**config.mk**
```make
export PLATFORM = sky130hd
export DESIGN_NAME = bb3_mean
export DESIGN_NICKNAME = d
export VERILOG_FILES = /design/src/sv/bb3_pkg.sv /design/src/sv/bb3_mean.sv
export SDC_FILE = /design/constraint.sdc
export NUM_CORES = 2
export LEC_CHECK = 0
export ABC_AREA = 0
export BUFFER_PORTS_ARGS = -buffer_cell sky130_fd_sc_hd__buf_2
export CAP_MARGIN = 0
export CELL_PAD_IN_SITES_DETAIL_PLACEMENT = 0
export CELL_PAD_IN_SITES_GLOBAL_PLACEMENT = 1
export CORE_MARGIN = 2
export CORE_UTILIZATION = 49
export CTS_CLUSTER_DIAMETER = 120
export CTS_CLUSTER_SIZE = 25
export DETAILED_ROUTE_END_ITERATION = 7
export GPL_TIMING_DRIVEN = 1
export PLACE_DENSITY = 0.85
export SETUP_SLACK_MARGIN = 0.5
export SYNTH_ARGS = -nofsm -noshare
export SYNTH_HDL_FRONTEND = slang
export SYNTH_SLANG_ARGS = --single-unit
```
**constraint.sdc**
```tcl
create_clock -name i_clk -period 12.82 [get_ports i_clk]
set_clock_uncertainty 0.2 [all_clocks]
set_input_delay 0.641 -clock i_clk [delete_from_list [all_inputs] [get_ports i_clk]]
set_output_delay 0.641 -clock i_clk [all_outputs]
set_load 0.01 [all_outputs]
```
**src/sv/bb3_pkg.sv**
```systemverilog
`timescale 1ns / 1ps
// Shared types, register codes and the reciprocal table for the 3x3 box blur.
// No dependencies.
package bb3_pkg;

    // configuration register indexes
    localparam logic [0:0] CFG_IMAGE_WIDTH  = 1'b0;
    localparam logic [0:0] CFG_IMAGE_HEIGHT = 1'b1;
    localparam int CFG_DATA_W = 13;

    localparam logic [10:0] IMAGE_WIDTH_RST  = 11'd640;
    localparam logic [12:0] IMAGE_HEIGHT_RST = 13'd480;

    // input word kinds
    localparam logic MODE_PIXEL = 1'b0;
    localparam logic MODE_DRAIN = 1'b1;

    // mean = (2*sum + n) * ceil(2^RECIP_SHIFT / (2n)) >> RECIP_SHIFT, exact for sum <= 9*255
    localparam int RECIP_SHIFT = 20;
    localparam int RECIP_W     = 20;
    localparam int NUM_W       = 13;
    localparam int PROD_W      = RECIP_SHIFT + 8;
    localparam int SUM_W       = 12;

    typedef struct packed {
        logic [7:0] red;
        logic [7:0] green;
        logic [7:0] blue;
    } t_rgb;

    typedef struct packed {
        logic       mode;
        logic [7:0] pixel_red;
        logic [7:0] pixel_green;
        logic [7:0] pixel_blue;
    } t_pix_in;

    typedef struct packed {
        logic [7:0] out_red;
        logic [7:0] out_green;
        logic [7:0] out_blue;
        logic       run_last;
        logic       frame_last;
    } t_pix_out;

    // window plus which rows and columns lie inside the frame; index [row][col]
    typedef struct packed {
        t_rgb [2:0][2:0] win;
        logic [2:0]      row_en;
        logic [2:0]      col_en;
    } t_mean_req;

    function automatic logic [RECIP_W-1:0] recip_of(input logic [3:0] cnt);
        logic [RECIP_W-1:0] m;
        case (cnt)
            4'd1:    m = 20'd524288;
            4'd2:    m = 20'd262144;
            4'd3:    m = 20'd174763;
            4'd4:    m = 20'd131072;
            4'd5:    m = 20'd104858;
            4'd6:    m = 20'd87382;
            4'd7:    m = 20'd74899;
            4'd8:    m = 20'd65536;
            4'd9:    m = 20'd58255;
            default: m = '0;
        endcase
        return m;
    endfunction

endpackage

```
**src/sv/bb3_mean.sv**
```systemverilog
`timescale 1ns / 1ps
// Two-stage rounded mean of the in-frame part of a 3x3 window, per channel.
// Depends on bb3_pkg.
module bb3_mean (
    input  logic              i_clk,
    input  bb3_pkg::t_mean_req i_req,
    output bb3_pkg::t_rgb     o_rgb
);
    import bb3_pkg::*;

    logic [SUM_W-1:0]  n_sum_r, n_sum_g, n_sum_b;
    logic [3:0]        n_count;
    logic [SUM_W-1:0]  r_sum_r, r_sum_g, r_sum_b;
    logic [3:0]        r_count;
    logic [NUM_W-1:0]  num_r, num_g, num_b;
    logic [RECIP_W-1:0] recip;
    logic [PROD_W-1:0] r_prod_r, r_prod_g, r_prod_b;

    // stage 1: masked sums and neighbor count
    always_comb begin
        n_sum_r = '0;
        n_sum_g = '0;
        n_sum_b = '0;
        n_count = '0;
        for (int r = 0; r < 3; r++) begin
            for (int c = 0; c < 3; c++) begin
                if (i_req.row_en[r] && i_req.col_en[c]) begin
                    n_sum_r = n_sum_r + SUM_W'(i_req.win[r][c].red);
                    n_sum_g = n_sum_g + SUM_W'(i_req.win[r][c].green);
                    n_sum_b = n_sum_b + SUM_W'(i_req.win[r][c].blue);
                    n_count = n_count + 4'd1;
                end
            end
        end
    end

    // stage 2: (2s + n) times reciprocal of 2n
    assign num_r = NUM_W'({r_sum_r, 1'b0}) + NUM_W'(r_count);
    assign num_g = NUM_W'({r_sum_g, 1'b0}) + NUM_W'(r_count);
    assign num_b = NUM_W'({r_sum_b, 1'b0}) + NUM_W'(r_count);
    assign recip = recip_of(r_count);

    always_ff @(posedge i_clk) begin
        r_sum_r  <= n_sum_r;
        r_sum_g  <= n_sum_g;
        r_sum_b  <= n_sum_b;
        r_count  <= n_count;
        r_prod_r <= PROD_W'(33'(num_r) * 33'(recip));
        r_prod_g <= PROD_W'(33'(num_g) * 33'(recip));
        r_prod_b <= PROD_W'(33'(num_b) * 33'(recip));
    end

    assign o_rgb.red   = r_prod_r[RECIP_SHIFT +: 8];
    assign o_rgb.green = r_prod_g[RECIP_SHIFT +: 8];
    assign o_rgb.blue  = r_prod_b[RECIP_SHIFT +: 8];

endmodule
```
==> summary.md <==
| Metric | Value |
|---|---|
| Initial antenna violation count | `17` |
| Cell Area, Synth | `34630 sq um` |
| Fin crit period | `10300 ps` |
| CP Capture Type | `flip-flop` |
| Largest net degree at the start of global routing | `43` |
| CTS clk-pin slew, worst paths | `60 ps` |
| Post-layout util | `53.03%` |
| Cts repair resizes | `0` |
| Vias | `27.71k` |
| Fill cells | `6701` |
| Setup CP Type | `in2reg` |
| Synth Warn # | `0` |
| RSZ-0062 raised after global routing | `no` |
| Arr. time, crit path | `10400 ps` |
| Final TNS setup | `0 ps` |
| R2r setup slk | `4490 ps` |
| Cells after synthesis | `4086` |
| # rows | `97` |
| DP Area | `36810 sq um` |
| Clk sinks | `81` |
| Synth Area per Inst | `8.475 sq um` |
| H-Tree Depth | `3` |
| Status | `complete, no violations` |
| Setup bufs post-CTS | `0` |
| Setup crit start kind | `input port` |
| CTS root buf | `clkbuf_16` |
| Post-synth EDFFs | `0` |
| Crit path from | `i_req[0]` |
| Detailed Route WL | `94.46 mm` |
| Synth async-reset ratio | `0%` |
| Final hold vios | `0` |
| RR Startpoint | `r_count[1]` |
| Grt ovf | `0` |
| Initial DRC count | `1570` |
| Max-Cap Viols | `0` |
| Final setup viols | `0` |
| Hpwl dp | `76.78 mm` |
| Final Slew Violations | `0` |
| Placed cell count | `5154` |
| PwrDens | `246.9 nW/um^2` |
| Post-cts hold buffer count | `0` |
| Headroom to the max-slew limit | `21.77%` |
| TritonCTS clock tree | `built` |
| Die area | `72810 sq um` |
| Top cells by area, synth | `fa_1 34%, ha_1 13%, inv_1 7.7%, nand2_1 5.6%, dfxtp_1 4.7%` |
| Antenna Violating Nets Remaining | `0` |
| Layout cells sized above 1 | `10.67%` |
| Synth cell types | `106` |
| # IOs | `247` |
| Worst Reg-to-Reg Cells | `24` |
| Crit path to | `r_sum_b[11]` |
| Die height | `269.8 microns` |
| First-pass GRT wire length | `154.3 mm` |
| Drt wl/cell | `18.25 microns` |
| Worst Tran Pin Value | `1173 ps` |
| Fmax | `97.06 MHz` |
| Core Region | `70030 sq um` |
| Top_reg_cell synth | `dfxtp_1` |
| GP Congestion | `0.9061` |
| CP max stage delay | `460 ps` |
| Syn Nets | `5276` |
| Clock buffer count from CTS | `9` |
| Synth Register Bits | `81` |
| Finished Layout Cells | `5176` |
| Synth top area share | `34.34%` |
| Die W | `269.8 microns` |
| Synth area leader | `fa_1` |
| Number of global-route vias before repair | `28.99k` |
| Final nets | `5415` |
| CP max FO | `35` |
| Hold Path Class | `in2reg` |
| GRT Total Usage | `26.69%` |
| Most frequent cells in the layout | `708 x inv_1, 594 x fa_1, 513 x nand2_1` |
| Critical Path RT | `12910 ps` |
| Post-Layout Inst Area | `37140 sq um` |
| Leak | `17.83 nW` |
| Final period util | `80.37%` |
| Starting Density | `49.45%` |
| Slowest cell on the critical path | `buf_2` |
| Worst-Skew Late Latency | `360 ps` |
| Layout area overhead | `7.241%` |
| Maximum VDD drop | `0.1541 mV` |
| DRT Pass-1 Iters | `6` |
| Longest Clk Path Bufs | `2` |
| Routed vias/inst | `5.353` |
| Commonest non-fill, non-tap cell in the layout | `inv_1` |
| # DRC | `0` |
| Port bufs | `246` |
| Sequential area share after synthesis | `4.683%` |
| RR Endpoint | `r_prod_b[27]` |
==> synthesized netlist by cell type, types with 29 or more instances <==
cell,n
xnor2_1,152
o21ai_0,172
dfxtp_1,81
xor2_1,58
nor2b_1,188
and2_1,115
nor2_1,172
mux2_2,45
a21oi_1,161
fa_1,594
nand2_1,513
a21o_1,64
nor3_1,29
nand2b_1,40
o21a_1,58
inv_1,708
and3_1,40
ha_1,373
clkbuf_1,145
==> critical path: cells and delay by family <==
kind / cells / cell delay [ps]
AOI/OAI and AO/OA: 20 / 3350
xor gates and xnor gates: 5 / 630
adders and majority gates: 9 / 2890
buffers and inverters: 4 / 620
muxes: 2 / 580
and+or+nand+nor: 10 / 1650
==> where the power goes <==
part / internal (mW) / switching (mW)
clock: 0.169 / 0.117
sequential: 0.388 / 0.249
combinational: 3.41 / 4.83
total: 3.97 / 5.20
==> how the worst min path moves through the flow <==
stage                          start      endpoint  slack, ps  depth (start not counted)
after floorplan            recip[17]  r_prod_b[27]        510                          4
after global placement     recip[18]  r_prod_g[27]        760                          4
after detailed placement   recip[18]  r_prod_g[27]        770                          4
after CTS                 i_req[214]    r_sum_r[0]        430                          3
after global routing      i_req[214]    r_sum_r[0]        450                          3
final                     i_req[214]    r_sum_r[0]        440                          3
==> flip-flops by register name (all words and copies together), names as in the netlist <==
name and cells:
r_count 4, r_prod_b 8, r_prod_g 8, r_prod_r 8, r_sum_b 12, r_sum_g 12
r_sum_r 12, recip 17
==> area by class of cell <==
cell class | instances | area [sq um] | share of cell area (%)
diodes | 8 | 20.02 | 0.05391
well taps | 940 | 1176 | 3.167
flip-flops and latches | 81 | 1637 | 4.407
multi-input cells | 3133 | 29760 | 80.15
inverters | 708 | 2658 | 7.156
repair buffers | 292 | 1577 | 4.245
clock inverters | 5 | 81.33 | 0.2190
clock buffers | 9 | 225.2 | 0.6064
==> cell families after synthesis <==
kind of cell	count (synthesis)	synth area share [%]
AO/OA/AOI/OAI	687	13.20
XOR/XNOR	225	6.113
adder cells (fa/ha/maj)	970	47.91
buffers and inverters	872	9.629
flip-flops	81	4.683
multiplexers	66	2.074
AND/OR/NAND/NOR	1185	16.40
==> metal layers <==
layer / wire length (microns) / part of all wire [%] / GRT usage [%] / vias up
li1: - / - / - / 13260
met3: 6516 / 6.9 / 4.205 / 103
met5: 85 / 0.090 / 0 / -
met1: 40490 / 43 / 35.38 / 13500
met4: 1891 / 2.0 / 5.950 / 16
met2: 45480 / 48 / 45.95 / 836
==> per-stage QoR <==
| stage | power (mW) | hold slack (ps) | worst slack (ps) |
|---|---|---|---|
| 2_1_floorplan | 6.619 | 511.6 | 3233 |
| 3_3_place_gp | 8.605 | 757.0 | 2465 |
| 3_5_place_dp | 8.851 | 771.6 | 2258 |
| 4_1_cts | 9.215 | 430.8 | 2595 |
| 5_1_grt | 10.59 | 452.5 | 1517 |
| 6_report | 9.169 | 442.2 | 2517 |
Power figures use the tool's default switching activity.
